==> config.mk <==
export PLATFORM = sky130hd
export DESIGN_NAME = rw_lock_two_level_writer_priority_flat
export DESIGN_NICKNAME = d
export VERILOG_FILES = /design/src/rtl/rwl_pkg.sv /design/src/rtl/rwl_req_if.sv /design/src/rtl/rwl_rsp_if.sv /design/src/rtl/rw_lock_two_level_writer_priority.sv /design/src/flat_wrapper.sv
export SDC_FILE = /design/constraint.sdc
export NUM_CORES = 1
export LEC_CHECK = 0
export BUFFER_PORTS_ARGS = -buffer_cell sky130_fd_sc_hd__buf_2
export CAP_MARGIN = 20
export CORE_MARGIN = 2
export CORE_UTILIZATION = 40
export CTS_CLUSTER_SIZE = 12
export DETAILED_ROUTE_END_ITERATION = 10
export HOLD_SLACK_MARGIN = 0.03
export PLACE_DENSITY_LB_ADDON = 0.08
export SYNTH_ARGS = -nofsm -noshare
export SYNTH_HDL_FRONTEND = slang
export SYNTH_SLANG_ARGS = --single-unit
==> constraint.sdc <==
create_clock -name clk -period 5.33 [get_ports clk]
set_clock_uncertainty 0.15 [all_clocks]
set_input_delay 0.2665 -clock clk [delete_from_list [all_inputs] [get_ports clk]]
set_output_delay 0.2665 -clock clk [all_outputs]
set_load 0.02 [all_outputs]
==> src/rtl/rwl_pkg.sv <==
// Package for the two-level readers-writers lock arbiter.
// Holds field widths, parameter defaults and the command, event and access codes.
// Depends on nothing; every other file of the block imports it.
`timescale 1ns / 1ps

package rwl_pkg;

    localparam int QUEUE_DEPTH_DEF = 16;
    localparam int MAX_READERS_DEF = 64;

    localparam int CMD_W  = 3;
    localparam int ID_W   = 6;
    localparam int EV_W   = 3;
    localparam int KIND_W = 2;
    localparam int RA_W   = 7;

    typedef enum logic [CMD_W-1:0] {
        CMD_READ_REQ  = 3'd0,
        CMD_LOW_REQ   = 3'd1,
        CMD_HIGH_REQ  = 3'd2,
        CMD_READ_REL  = 3'd3,
        CMD_WRITE_REL = 3'd4
    } cmd_t;

    typedef enum logic [EV_W-1:0] {
        EV_GRANTED  = 3'd0,
        EV_QUEUED   = 3'd1,
        EV_REJECTED = 3'd2,
        EV_RELEASED = 3'd3,
        EV_REL_ERR  = 3'd4
    } event_t;

    typedef enum logic [KIND_W-1:0] {
        KIND_READ = 2'd0,
        KIND_LOW  = 2'd1,
        KIND_HIGH = 2'd2
    } kind_t;

endpackage

==> src/rtl/rwl_req_if.sv <==
// Request channel of the lock arbiter: valid, ready and one command word.
// Depends on rwl_pkg for the field widths.
`timescale 1ns / 1ps

interface rwl_req_if;
    import rwl_pkg::*;

    logic              valid;
    logic              ready;
    logic [CMD_W-1:0]  command;
    logic [ID_W-1:0]   requester_id;

    modport source (output valid, output command, output requester_id, input ready);
    modport sink   (input valid, input command, input requester_id, output ready);
endinterface

==> src/rtl/rwl_rsp_if.sv <==
// Result channel of the lock arbiter: valid, ready and one event word.
// Depends on rwl_pkg for the field widths.
`timescale 1ns / 1ps

interface rwl_rsp_if;
    import rwl_pkg::*;

    logic              valid;
    logic              ready;
    logic [EV_W-1:0]   event_res;
    logic [ID_W-1:0]   grant_id;
    logic [KIND_W-1:0] access_kind;
    logic [RA_W-1:0]   readers_active;
    logic              last;

    modport source (output valid, output event_res, output grant_id, output access_kind,
                    output readers_active, output last, input ready);
    modport sink   (input valid, input event_res, input grant_id, input access_kind,
                    input readers_active, input last, output ready);
endinterface

==> src/rtl/rw_lock_two_level_writer_priority.sv <==
// Top level of the readers-writers lock arbiter with high and low priority writers.
// Depends on rwl_pkg, rwl_req_if and rwl_rsp_if.
//
//   Channel | Direction | Word
//   req     | sink      | command, requester_id
//   rsp     | source    | event_res, grant_id, access_kind, readers_active, last
//
// A request or a release with nobody to wake gives one word.
// Each waiter woken on a release passes through S_READ, which reads its id from the
// queue memory's registered read port, and then S_EMIT, which emits the grant.
// Reset is asynchronous and clears all counts and pointers; queue entries are not cleared.
// A stalled result holds the block; no new word is taken until all results have left.
`timescale 1ns / 1ps

module rw_lock_two_level_writer_priority #(
    parameter int QUEUE_DEPTH = rwl_pkg::QUEUE_DEPTH_DEF,
    parameter int MAX_READERS = rwl_pkg::MAX_READERS_DEF
) (
    input  logic        clk,
    input  logic        rst_n,
    rwl_req_if.sink     req,
    rwl_rsp_if.source   rsp
);
    import rwl_pkg::*;

    localparam int PW        = $clog2(QUEUE_DEPTH);
    localparam int CW        = $clog2(QUEUE_DEPTH + 1);
    localparam int RCW       = $clog2(MAX_READERS + 1);
    localparam int SLOTS     = 1 << PW;
    localparam int MEM_DEPTH = 3 * SLOTS;
    localparam int AW        = PW + 2;

    typedef enum logic [2:0] {
        S_IDLE = 3'b001,
        S_READ = 3'b010,
        S_EMIT = 3'b100
    } state_t;

    state_t            state_reg, state_next;
    logic [RCW-1:0]    reader_count_reg, reader_count_next;
    logic              writer_busy_reg, writer_busy_next;
    kind_t             writer_kind_reg, writer_kind_next;
    logic [PW-1:0]     head_reg [0:2];
    logic [PW-1:0]     head_next [0:2];
    logic [CW-1:0]     cnt_reg [0:2];
    logic [CW-1:0]     cnt_next [0:2];
    kind_t             pop_kind_reg, pop_kind_next;

    logic              out_valid_reg, out_valid_next;
    logic [EV_W-1:0]   out_event_reg, out_event_next;
    logic [ID_W-1:0]   out_id_reg, out_id_next;
    logic [KIND_W-1:0] out_kind_reg, out_kind_next;
    logic [RA_W-1:0]   out_ra_reg, out_ra_next;
    logic              out_last_reg, out_last_next;

    logic [ID_W-1:0]   mem [0:MEM_DEPTH-1];
    logic [ID_W-1:0]   rd_data_reg;
    logic              wr_en, rd_en;
    logic [AW-1:0]     wr_addr, rd_addr;

    logic              out_free, in_fire, load;
    kind_t             req_kind, sel_kind;
    logic [PW-1:0]     sel_head, head_inc, tail;
    logic [CW-1:0]     sel_cnt;
    logic [CW:0]       tail_sum;
    logic              busy, rc_nz, rc_full, hw_nz, lw_nz, rq_nz;
    logic              must_wait, q_full;
    logic [RCW-1:0]    rc_dec, rc_inc;

    assign out_free  = !out_valid_reg || rsp.ready;
    assign req.ready = (state_reg == S_IDLE) && out_free;
    assign in_fire   = req.valid && req.ready;

    assign req_kind = kind_t'(req.command[KIND_W-1:0]);
    assign sel_kind = (state_reg == S_IDLE) ? req_kind : pop_kind_reg;
    assign sel_head = head_reg[sel_kind];
    assign sel_cnt  = cnt_reg[sel_kind];
    assign tail_sum = (CW+1)'(sel_head) + (CW+1)'(sel_cnt);
    assign tail     = (tail_sum >= (CW+1)'(QUEUE_DEPTH))
                      ? PW'(tail_sum - (CW+1)'(QUEUE_DEPTH)) : PW'(tail_sum);
    assign head_inc = (sel_head == PW'(QUEUE_DEPTH - 1)) ? '0 : sel_head + PW'(1);
    assign q_full   = (sel_cnt == CW'(QUEUE_DEPTH));

    assign busy    = writer_busy_reg;
    assign rc_nz   = (reader_count_reg != '0);
    assign rc_full = (reader_count_reg >= RCW'(MAX_READERS));
    assign hw_nz   = (cnt_reg[KIND_HIGH] != '0);
    assign lw_nz   = (cnt_reg[KIND_LOW] != '0);
    assign rq_nz   = (cnt_reg[KIND_READ] != '0);
    assign rc_dec  = reader_count_reg - RCW'(1);
    assign rc_inc  = reader_count_reg + RCW'(1);

    always_comb
    begin
        unique case (req.command)
            CMD_READ_REQ: must_wait = busy || hw_nz || lw_nz || rq_nz || rc_full;
            CMD_LOW_REQ:  must_wait = busy || rc_nz || hw_nz || lw_nz;
            default:      must_wait = busy || rc_nz || hw_nz;
        endcase
    end

    always_comb
    begin
        state_next        = state_reg;
        reader_count_next = reader_count_reg;
        writer_busy_next  = writer_busy_reg;
        writer_kind_next  = writer_kind_reg;
        pop_kind_next     = pop_kind_reg;
        for (int k = 0; k < 3; k++)
        begin
            head_next[k] = head_reg[k];
            cnt_next[k]  = cnt_reg[k];
        end
        load           = 1'b0;
        out_event_next = out_event_reg;
        out_id_next    = out_id_reg;
        out_kind_next  = out_kind_reg;
        out_ra_next    = out_ra_reg;
        out_last_next  = out_last_reg;
        wr_en          = 1'b0;
        wr_addr        = {sel_kind, tail};
        rd_en          = 1'b0;
        rd_addr        = {pop_kind_reg, head_reg[pop_kind_reg]};

        unique case (state_reg)
            S_IDLE:
            begin
                if (in_fire)
                begin
                    out_id_next   = req.requester_id;
                    out_last_next = 1'b1;
                    out_ra_next   = RA_W'(reader_count_reg);
                    case (req.command)
                        CMD_READ_REQ, CMD_LOW_REQ, CMD_HIGH_REQ:
                        begin
                            load          = 1'b1;
                            out_kind_next = req_kind;
                            if (!must_wait)
                            begin
                                out_event_next = EV_GRANTED;
                                if (req_kind == KIND_READ)
                                begin
                                    reader_count_next = rc_inc;
                                    out_ra_next       = RA_W'(rc_inc);
                                end
                                else
                                begin
                                    writer_busy_next = 1'b1;
                                    writer_kind_next = req_kind;
                                end
                            end
                            else if (!q_full)
                            begin
                                out_event_next     = EV_QUEUED;
                                wr_en              = 1'b1;
                                cnt_next[sel_kind] = sel_cnt + CW'(1);
                            end
                            else
                            begin
                                out_event_next = EV_REJECTED;
                            end
                        end
                        CMD_READ_REL:
                        begin
                            load          = 1'b1;
                            out_kind_next = KIND_READ;
                            if (!rc_nz)
                            begin
                                out_event_next = EV_REL_ERR;
                            end
                            else
                            begin
                                out_event_next    = EV_RELEASED;
                                reader_count_next = rc_dec;
                                out_ra_next       = RA_W'(rc_dec);
                                if (rc_dec == '0 && (hw_nz || lw_nz || rq_nz))
                                begin
                                    out_last_next = 1'b0;
                                    state_next    = S_READ;
                                    pop_kind_next = hw_nz ? KIND_HIGH
                                                  : (lw_nz ? KIND_LOW : KIND_READ);
                                end
                                else if (!hw_nz && !lw_nz && rq_nz)
                                begin
                                    out_last_next = 1'b0;
                                    state_next    = S_READ;
                                    pop_kind_next = KIND_READ;
                                end
                            end
                        end
                        CMD_WRITE_REL:
                        begin
                            load = 1'b1;
                            if (!busy)
                            begin
                                out_event_next = EV_REL_ERR;
                                out_kind_next  = KIND_LOW;
                            end
                            else
                            begin
                                out_event_next   = EV_RELEASED;
                                out_kind_next    = writer_kind_reg;
                                writer_busy_next = 1'b0;
                                if (hw_nz || lw_nz || rq_nz)
                                begin
                                    out_last_next = 1'b0;
                                    state_next    = S_READ;
                                    pop_kind_next = hw_nz ? KIND_HIGH
                                                  : (lw_nz ? KIND_LOW : KIND_READ);
                                end
                            end
                        end
                        default:
                        begin
                            load = 1'b0;
                        end
                    endcase
                end
            end
            S_READ:
            begin
                rd_en      = 1'b1;
                state_next = S_EMIT;
            end
            S_EMIT:
            begin
                if (out_free)
                begin
                    load                = 1'b1;
                    out_event_next      = EV_GRANTED;
                    out_id_next         = rd_data_reg;
                    out_kind_next       = pop_kind_reg;
                    head_next[sel_kind] = head_inc;
                    cnt_next[sel_kind]  = sel_cnt - CW'(1);
                    if (pop_kind_reg == KIND_READ)
                    begin
                        reader_count_next = rc_inc;
                        out_ra_next       = RA_W'(rc_inc);
                        if ((sel_cnt != CW'(1)) && (rc_inc < RCW'(MAX_READERS)))
                        begin
                            out_last_next = 1'b0;
                            state_next    = S_READ;
                        end
                        else
                        begin
                            out_last_next = 1'b1;
                            state_next    = S_IDLE;
                        end
                    end
                    else
                    begin
                        writer_busy_next = 1'b1;
                        writer_kind_next = pop_kind_reg;
                        out_ra_next      = RA_W'(reader_count_reg);
                        out_last_next    = 1'b1;
                        state_next       = S_IDLE;
                    end
                end
            end
            default:
            begin
                state_next = S_IDLE;
            end
        endcase

        if (load)
        begin
            out_valid_next = 1'b1;
        end
        else if (rsp.ready)
        begin
            out_valid_next = 1'b0;
        end
        else
        begin
            out_valid_next = out_valid_reg;
        end
    end

    always_ff @(posedge clk or negedge rst_n)
    begin
        if (!rst_n)
        begin
            state_reg        <= S_IDLE;
            reader_count_reg <= '0;
            writer_busy_reg  <= 1'b0;
            writer_kind_reg  <= KIND_LOW;
            pop_kind_reg     <= KIND_READ;
            out_valid_reg    <= 1'b0;
            for (int k = 0; k < 3; k++)
            begin
                head_reg[k] <= '0;
                cnt_reg[k]  <= '0;
            end
        end
        else
        begin
            state_reg        <= state_next;
            reader_count_reg <= reader_count_next;
            writer_busy_reg  <= writer_busy_next;
            writer_kind_reg  <= writer_kind_next;
            pop_kind_reg     <= pop_kind_next;
            out_valid_reg    <= out_valid_next;
            for (int k = 0; k < 3; k++)
            begin
                head_reg[k] <= head_next[k];
                cnt_reg[k]  <= cnt_next[k];
            end
        end
    end

    always_ff @(posedge clk)
    begin
        out_event_reg <= out_event_next;
        out_id_reg    <= out_id_next;
        out_kind_reg  <= out_kind_next;
        out_ra_reg    <= out_ra_next;
        out_last_reg  <= out_last_next;
    end

    always_ff @(posedge clk)
    begin
        if (wr_en)
        begin
            mem[wr_addr] <= req.requester_id;
        end
        if (rd_en)
        begin
            rd_data_reg <= mem[rd_addr];
        end
    end

    assign rsp.valid          = out_valid_reg;
    assign rsp.event_res      = out_event_reg;
    assign rsp.grant_id       = out_id_reg;
    assign rsp.access_kind    = out_kind_reg;
    assign rsp.readers_active = out_ra_reg;
    assign rsp.last           = out_last_reg;

endmodule

==> src/flat_wrapper.sv <==
// flat-port wrapper written by rule: the top's interface ports become plain ports
module rw_lock_two_level_writer_priority_flat import rwl_pkg::*;
#(
    parameter int QUEUE_DEPTH = rwl_pkg::QUEUE_DEPTH_DEF,
    parameter int MAX_READERS = rwl_pkg::MAX_READERS_DEF
)
  (clk, rst_n, req_valid, req_command, req_requester_id, req_ready, rsp_valid, rsp_event_res, rsp_grant_id, rsp_access_kind, rsp_readers_active, rsp_last, rsp_ready);
  rwl_req_if req_i ();
  rwl_rsp_if rsp_i ();
  input  logic clk;
  input  logic rst_n;
  input wire logic [$bits(req_i.valid)-1:0] req_valid;
  input wire logic [$bits(req_i.command)-1:0] req_command;
  input wire logic [$bits(req_i.requester_id)-1:0] req_requester_id;
  output wire logic [$bits(req_i.ready)-1:0] req_ready;
  output wire logic [$bits(rsp_i.valid)-1:0] rsp_valid;
  output wire logic [$bits(rsp_i.event_res)-1:0] rsp_event_res;
  output wire logic [$bits(rsp_i.grant_id)-1:0] rsp_grant_id;
  output wire logic [$bits(rsp_i.access_kind)-1:0] rsp_access_kind;
  output wire logic [$bits(rsp_i.readers_active)-1:0] rsp_readers_active;
  output wire logic [$bits(rsp_i.last)-1:0] rsp_last;
  input wire logic [$bits(rsp_i.ready)-1:0] rsp_ready;
  assign req_i.valid = req_valid;
  assign req_i.command = req_command;
  assign req_i.requester_id = req_requester_id;
  assign req_ready = req_i.ready;
  assign rsp_valid = rsp_i.valid;
  assign rsp_event_res = rsp_i.event_res;
  assign rsp_grant_id = rsp_i.grant_id;
  assign rsp_access_kind = rsp_i.access_kind;
  assign rsp_readers_active = rsp_i.readers_active;
  assign rsp_last = rsp_i.last;
  assign rsp_i.ready = rsp_ready;
  rw_lock_two_level_writer_priority #(.QUEUE_DEPTH(QUEUE_DEPTH), .MAX_READERS(MAX_READERS)) u_core (.clk(clk), .rst_n(rst_n), .req(req_i), .rsp(rsp_i));
endmodule
Word level (Yosys, flattened, before mapping)
Memories as Yosys holds them, arrays and structs flattened. A register that Yosys moved wholly into a read port is not among the register bits.
Cells that the tools add are included.
{"block": "totals", "reg_bits": 62, "ram_bits": 288, "input_bits": 13, "output_inout_bits": 21, "elab_cells": 213, "mem_count": 1}
{"memory": "u_core.mem", "words": 48, "word_bits": 6, "rd": 1, "rd_clocked_by_memory_dff": 1, "write_ports": 1, "line_no": "rw_lock_two_level_writer_priority.sv:56", "text": "logic [ID_W-1:0] mem [0:MEM_DEPTH-1];"}
{"block": "classes", "add_sub_neg": 7, "magnitude_cmp": 6, "eq_ne": 31, "mux": 108, "bitwise_logic": 2, "n_reduce_logical": 41}
{"operator": "15-bit two-way mux", "count": 5}
{"operator": "7-bit two-way mux", "count": 6}
{"operator": "2-bit two-way mux", "count": 19}
{"operator": "3-bit two-way mux", "count": 12}
{"operator": "15-bit bitwise mux", "count": 2}
{"operator": "15-bit one-hot mux with 2 select lines", "count": 1}
{"operator": "1-bit two-way mux", "count": 28}
{"operator": "4-bit two-way mux", "count": 7}
{"operator": "7-bit one-hot mux with 2 select lines", "count": 2}
{"operator": "7-bit AND reduction", "count": 4}
{"operator": "3-bit one-hot mux with 3 select lines", "count": 2}
{"operator": "4-bit binary-select mux with 2-bit select", "count": 2}
{"operator": "5-bit two-way mux", "count": 3}
{"operator": "3-bit != test, second input constant", "count": 5}
{"operator": "5-bit nonzero test", "count": 3}
{"operator": "12-bit bitwise mux", "count": 1}
{"operator": "6-bit two-way mux", "count": 2}
{"operator": "2-bit by 1-bit != test with 1-bit output, second input constant", "count": 6}
{"operator": "1-bit one-hot mux with 2 select lines", "count": 6}
{"operator": "2-bit one-hot mux with 2 select lines", "count": 3}
{"operator": "3-bit one-hot mux with 2 select lines", "count": 2}
{"operator": "6-bit one-hot mux with 2 select lines", "count": 1}
{"operator": "5-bit binary-select mux with 2-bit select", "count": 1}
{"operator": "5-bit demux with 2-bit select", "count": 1}
{"operator": "other kinds (39)", "count": 71}

Logic depth before layout (Yosys ltp)
{"block": "logic_depth", "ltp_word": 14, "ltp_mapped": 13, "ltp_nobuf": 11}

Worst setup path before layout
No wires, ideal clock.
{"block": "synth_timing", "path_type": "flip-flop to flip-flop", "from": "reg u_core.state_reg[0]", "to": "mem u_core.mem[1][0], enable pin", "setup_time_ps": 350, "t_arrival_ps": 3461, "required_time_ps": 4830, "slack_ps": 1369, "path_stages_with_launch": 13, "n_path_buf": 1, "period_less_slack_ps": 3961, "path_cell_list": "dfstp_2 > or3b_1 > buf_4 > mux2i_4 > nor2_2 > o2bb2ai_1 > ha_1 > inv_1 > fa_1 > inv_1 > a211oi_1 > nand2_1 > nor2_1"}
{"block": "synth_between", "elab_chain_cells": 14, "word_cells_on_any_way": 23, "cone_classes": "2 x add/sub; 1 x order compare; 2 x eq/ne; 15 x mux; 1 x bitwise; 2 x reduce/logical"}
{"item": "from (decl)", "line_no": "rw_lock_two_level_writer_priority.sv:39", "text": "state_t state_reg, state_next;"}
{"item": "from (signal assigned)", "line_no": "rw_lock_two_level_writer_priority.sv:298", "text": "state_reg <= state_next;"}
{"item": "3-bit by 1-bit equality test with 1-bit output *", "line_no": "rw_lock_two_level_writer_priority.sv:71, rw_lock_two_level_writer_priority.sv:75, rw_lock_two_level_writer_priority.sv:125"}
{"item": "branches (longest 13 deep; another with 4-bit by 5-bit adder with 6-bit output)"}
{"item": "to (decl)", "line_no": "rw_lock_two_level_writer_priority.sv:56"}
Mark *: on every way between the ends. The select of a mux whose other input is x is not followed.

Worst setup path in the final report
{"block": "layout_timing", "from": "reg u_core.state_reg[0]", "to": "mem u_core.mem[20][1], enable pin"}
Same word-level chain as after synthesis.

==> parameters.txt <==
Parameter                              Value

Worst setup path
  R2r worst-path depth ... 11
  CP top delay family ... simple AND/OR/NAND/NOR gates
  Data arrival time at the worst-slack endpoint ... 5.11 ns
  Worst setup slack for register-to-register paths ... 0.27 ns
  Origin of the critical flop-to-flop path ... u_core.state_reg[0]
  Startpoint type of the worst setup path ... flip-flop
  Critical Path Max Stage Delay ... 0.60 ns
  Critical Path, Cell by Cell ... or3b_1 > a21o_2 > nor2_2 > o2bb2ai_1 > ha_1 > inv_1 > fa_1 > inv_1 > a211oi_1 > nand2_1 > nor2_1
  Critical setup path kind ... reg2reg
  Reg-to-reg critical path endpoint ... u_core.mem[20][1]
  Required time at the endpoint of the critical path ... 5.38 ns
  Buffers and inverters on the worst path ... 2
  Standard cell with the maximum stage delay on the critical path ... sky130_fd_sc_hd__or3b_1
  Cell seen most often among critical-path stages ... sky130_fd_sc_hd__inv_1
  Crit end category ... flip-flop
  Largest fanout of any net on the critical path ... 11

Routing
  Highest routing layer actually used ... met4
  Routed length per instance ... 22.1 um
  Detailed Route WL ... between 40 and 50 mm
  Pre-Repair DR Iteration Count ... 5
  Via count of the routed design ... 10800
  Routed length on met3 ... 2.11 mm
  Vias per inst ... 5.49
  Count of routing violations after the opening detailed-route iteration ... 762
  Routed length on met1 ... 20.1 mm
  Number of remaining DRC errors ... 0
  Routed met2 length ... 20.0 mm
  Post-DRT Antenna Nets ... 0

Yosys
  Multiplexer area fraction after synthesis ... between 5 and 6%
  Synth top area share ... about three fifths
  Cell types occupying the most area after synthesis ... sky130_fd_sc_hd__edfxtp_1 (59%), sky130_fd_sc_hd__dfrtp_1 (6.4%), sky130_fd_sc_hd__nand2_1 (5.8%), sky130_fd_sc_hd__nor2_1 (3.6%), sky130_fd_sc_hd__nand3_1 (3.1%)
  Syn. warnings ... 0
  Dominant combinational cell family by area after synthesis ... simple AND/OR/NAND/NOR gates
  Syn_nets ... 1375
  Yosys reg bits ... approximately 360
  Fraction of the yosys area taken by sequential cells ... approximately 65%
  Yosys cell types ... 71
  Synthesized netlist cell count ... ~1400
  Primary FF master, synth ... sky130_fd_sc_hd__edfxtp_1
  Number of enable flip-flop cells after synthesis ... 313
  Post-Syn Area per Cell ... around 12 um^2
  Most used standard cell by instance count after synthesis ... sky130_fd_sc_hd__edfxtp_1
  Synthesized-area fraction occupied by xor and xnor cells ... approximately 1.3%
  Commonest cells post-synth ... sky130_fd_sc_hd__edfxtp_1 (313), sky130_fd_sc_hd__nand2_1 (247), sky130_fd_sc_hd__nor2_1 (152), sky130_fd_sc_hd__nand3_1 (100), sky130_fd_sc_hd__clkbuf_1 (51)
  Share of synthesized flip-flops with an asynchronous set or reset ... 12.1%
  Share of the synthesized area in compound gates (AO/OA/AOI/OAI) ... between 7 and 8%
  Post-Synth Simple-Gate Area ... 16.3%
  Cell area after synthesis ... between 15000 and 20000 um^2
  Adder and majority gate portion of the synthesized area ... less than 1%
  Area leader, netlist ... sky130_fd_sc_hd__edfxtp_1

Clock network
  CTS clk-pin slew, worst paths ... 0.06 ns
  Clock Tree Root ... sky130_fd_sc_hd__clkbuf_16
  CTS sink cnt ... 356
  Number of buffers inserted during clock tree synthesis ... 40
  Postcts setup bufs ... 0
  Htree depth ... 2
  CTS tree ... done
  Clock latency on the worst-skew pair ... 0.56 ns
  PostCTS Resize Cnt ... 0
  Hold buffers post-CTS ... 3
  Maximum clock insertion buffer count ... 3

Run
  Maximum Capacitance Violations ... 0

Power
  Portion of total power attributed to combinational logic ... 31.3%
  Portion of total power attributed to sequential cells ... 39.2%
  Leakage power of the design ... 0.00654 uW
  Clock network fraction of total power ... 29.5%
  Total power of the final layout ... ~8700 uW
  Cell area power density ... 479 nW/um^2
  Peak supply drop ... 0.270 mV
  Switching share of total power ... 35.1%
  NetSw ... just over 3000 uW
  Internal Pwr Total ... roughly 5700 uW

Global routing
  Pin count of the biggest net entering global routing ... 59
  Global-route wire length before repair ... 65.3 mm
  Via count of the first global-routing pass ... 10600
  Number of antenna violations at the first check in global routing ... 0
  Global-route congestion overflow total ... 0
  Global router's overall resource usage ... 21.1%

Place
  Pre-CTS WS ... 0.322 ns
  Final HPWL DP ... 27.9 mm
  Post-placement cell area ... 17000 um^2
  Port Buffers ... 33
  GPL Wtd Cong ... roughly 0.85

STA
  Final hold vios ... 0
  Highest achievable clock rate ... 0.198 GHz
  Total negative slack for setup checks ... 0 ns
  Post-layout minimum cycle time ... 5.06 ns
  Measured slew at the worst slew-check pin ... 1.03 ns
  Final Slew Violations ... 0
  Final number of setup-violating endpoints ... 0
  Minimum setup slack in the final design ... between 0.2 and 0.3 ns
  Period utilisation layout ... a little over nine tenths
  Unrepaired setup endpoints after global routing ... no
  Worst slew slack as a fraction of its limit ... 31.3%

Finish
  Total Nets Final ... 1432
  Max FFs per register ... about 290
  Filler cell count ... around 3700
  Antenna cell count ... 0
  Post-route standard cell area excluding fillers ... around 18000 um^2
  Fraction of layout instances using a drive strength above 1 ... 14.0%
  Area added between synthesis and finish ... 13.9%

Worst hold path
  Worst min-delay path category ... in2reg
  Hold Path Sink ... u_core.writer_kind_reg[1]
  Origin of the worst min-delay path ... req_command[1]
  Hold depth ... 3

Die
  Ports placed on the boundary ... 34
  Effective utilization at floorplan ... 40.5%
  Core region area ... 39600 um^2
  Floorplan die area ... 41700 um^2
  DIE WIDTH ... 204 um
  Number of rows in the core area ... between 70 and 80
  Y dimension of the die ... 204 um

Status
  Outcome ... completed
## layout make-up
type | count | area [um^2] | area share (%)
Sequential cell | 356 | 10500 | 57.3
Multi-Input combinational cell | 898 | 5230 | 28.6
Clock buffer | 52 | 1070 | 5.83
Tap cell | 525 | 657 | 3.59
Timing Repair Buffer | 87 | 606 | 3.31
Clock inverter | 17 | 146 | 0.801
Inverter | 24 | 90.1 | 0.493
## worst register-to-register path: stages, from the launching register on
cell,delay (ns)
sky130_fd_sc_hd__dfstp_2,0.57
sky130_fd_sc_hd__or3b_1,0.60
sky130_fd_sc_hd__a21o_2,0.39
sky130_fd_sc_hd__nor2_2,0.41
sky130_fd_sc_hd__o2bb2ai_1,0.31
sky130_fd_sc_hd__ha_1,0.26
sky130_fd_sc_hd__inv_1,0.06
sky130_fd_sc_hd__fa_1,0.49
sky130_fd_sc_hd__inv_1,0.05
sky130_fd_sc_hd__a211oi_1,0.40
sky130_fd_sc_hd__nand2_1,0.48
sky130_fd_sc_hd__nor2_1,0.55
## stage by stage
step / hold slack [ns] / utilization (%) / std cells
final: 0.0840 / 46.1 / 1959
after global routing: 0.139 / 46.1 / 1959
after CTS: 0.0482 / 46.0 / 1956
after detailed placement: 0.266 / 42.9 / 1884
after global placement: 0.268 / 42.9 / 1884
after floorplan: -0.179 / - / 1350
## per-layer routing
layer / vias up / global-route usage, %
met5: - / 0
met1: 5326 / 29.9
met2: 286 / 33.1
met3: 72 / 3.00
met4: 0 / 7.32
li1: 5069 / -
## how the worst max path moves through the flow
stage	startpoint	endpoint	depth (start not counted)
6_report	u_core.state_reg[0]	u_core.mem[20][1]	11
3_5_place_dp	u_core.state_reg[0]	u_core.mem[13][4]	11
2_1_floorplan	u_core.state_reg[0]	u_core.mem[1][0]	12
3_3_place_gp	u_core.state_reg[0]	u_core.mem[13][3]	11
5_1_grt	u_core.state_reg[0]	u_core.mem[12][3]	11
4_1_cts	u_core.state_reg[0]	u_core.mem[13][1]	11
## kinds of logic (layout without fill, tap and decap cells)
kind of cell             after synthesis  after routing
adder cells (fa/ha/maj)               12             12
multiplexers                          84             84
AO/OA/AOI/OAI                        186            186
buffers and inverters                 96            180
XOR/XNOR                              21             21
AND/OR/NAND/NOR                      595            595
flip-flops                           356            356
## power by group through the flow
stage / clock, uW / combinational, uW / sequential (uW)
floorplan: 0 / 1860 / 3420
global placement: 0 / 2730 / 3480
detailed placement: 0 / 2720 / 3480
CTS: 2640 / 2730 / 3430
global route: 2740 / 3020 / 3450
finish: 2580 / 2740 / 3430
## cells in the final DEF (no fill, tap or decap), types with 6 or more instances in the layout
master / n
sky130_fd_sc_hd__xor2_1: 6
sky130_fd_sc_hd__mux2_2: 44
sky130_fd_sc_hd__edfxtp_1: 313
sky130_fd_sc_hd__o211ai_1: 25
sky130_fd_sc_hd__buf_2: 35
sky130_fd_sc_hd__and2_0: 6
sky130_fd_sc_hd__nor3_1: 16
sky130_fd_sc_hd__nand4_1: 12
sky130_fd_sc_hd__and3_1: 8
sky130_fd_sc_hd__clkbuf_1: 10
sky130_fd_sc_hd__a21oi_1: 41
sky130_fd_sc_hd__or3_1: 8
sky130_fd_sc_hd__o21ai_0: 18
sky130_fd_sc_hd__a211oi_1: 11
sky130_fd_sc_hd__nand3_1: 100
sky130_fd_sc_hd__dfrtp_1: 41
sky130_fd_sc_hd__o22ai_1: 15
sky130_fd_sc_hd__o2bb2ai_1: 7
sky130_fd_sc_hd__a311oi_1: 6
sky130_fd_sc_hd__ha_1: 11
sky130_fd_sc_hd__nand2_1: 247
sky130_fd_sc_hd__xnor2_1: 13
sky130_fd_sc_hd__o31ai_1: 6
sky130_fd_sc_hd__or4_1: 9
sky130_fd_sc_hd__clkinv_1: 6
sky130_fd_sc_hd__clkinv_2: 6
sky130_fd_sc_hd__nor2_1: 152
sky130_fd_sc_hd__a31oi_1: 9
sky130_fd_sc_hd__mux2i_1: 39
sky130_fd_sc_hd__inv_1: 24
sky130_fd_sc_hd__o311ai_0: 8
sky130_fd_sc_hd__clkbuf_16: 40
sky130_fd_sc_hd__buf_4: 47
Note: power is estimated with default switching activity, not from simulation.
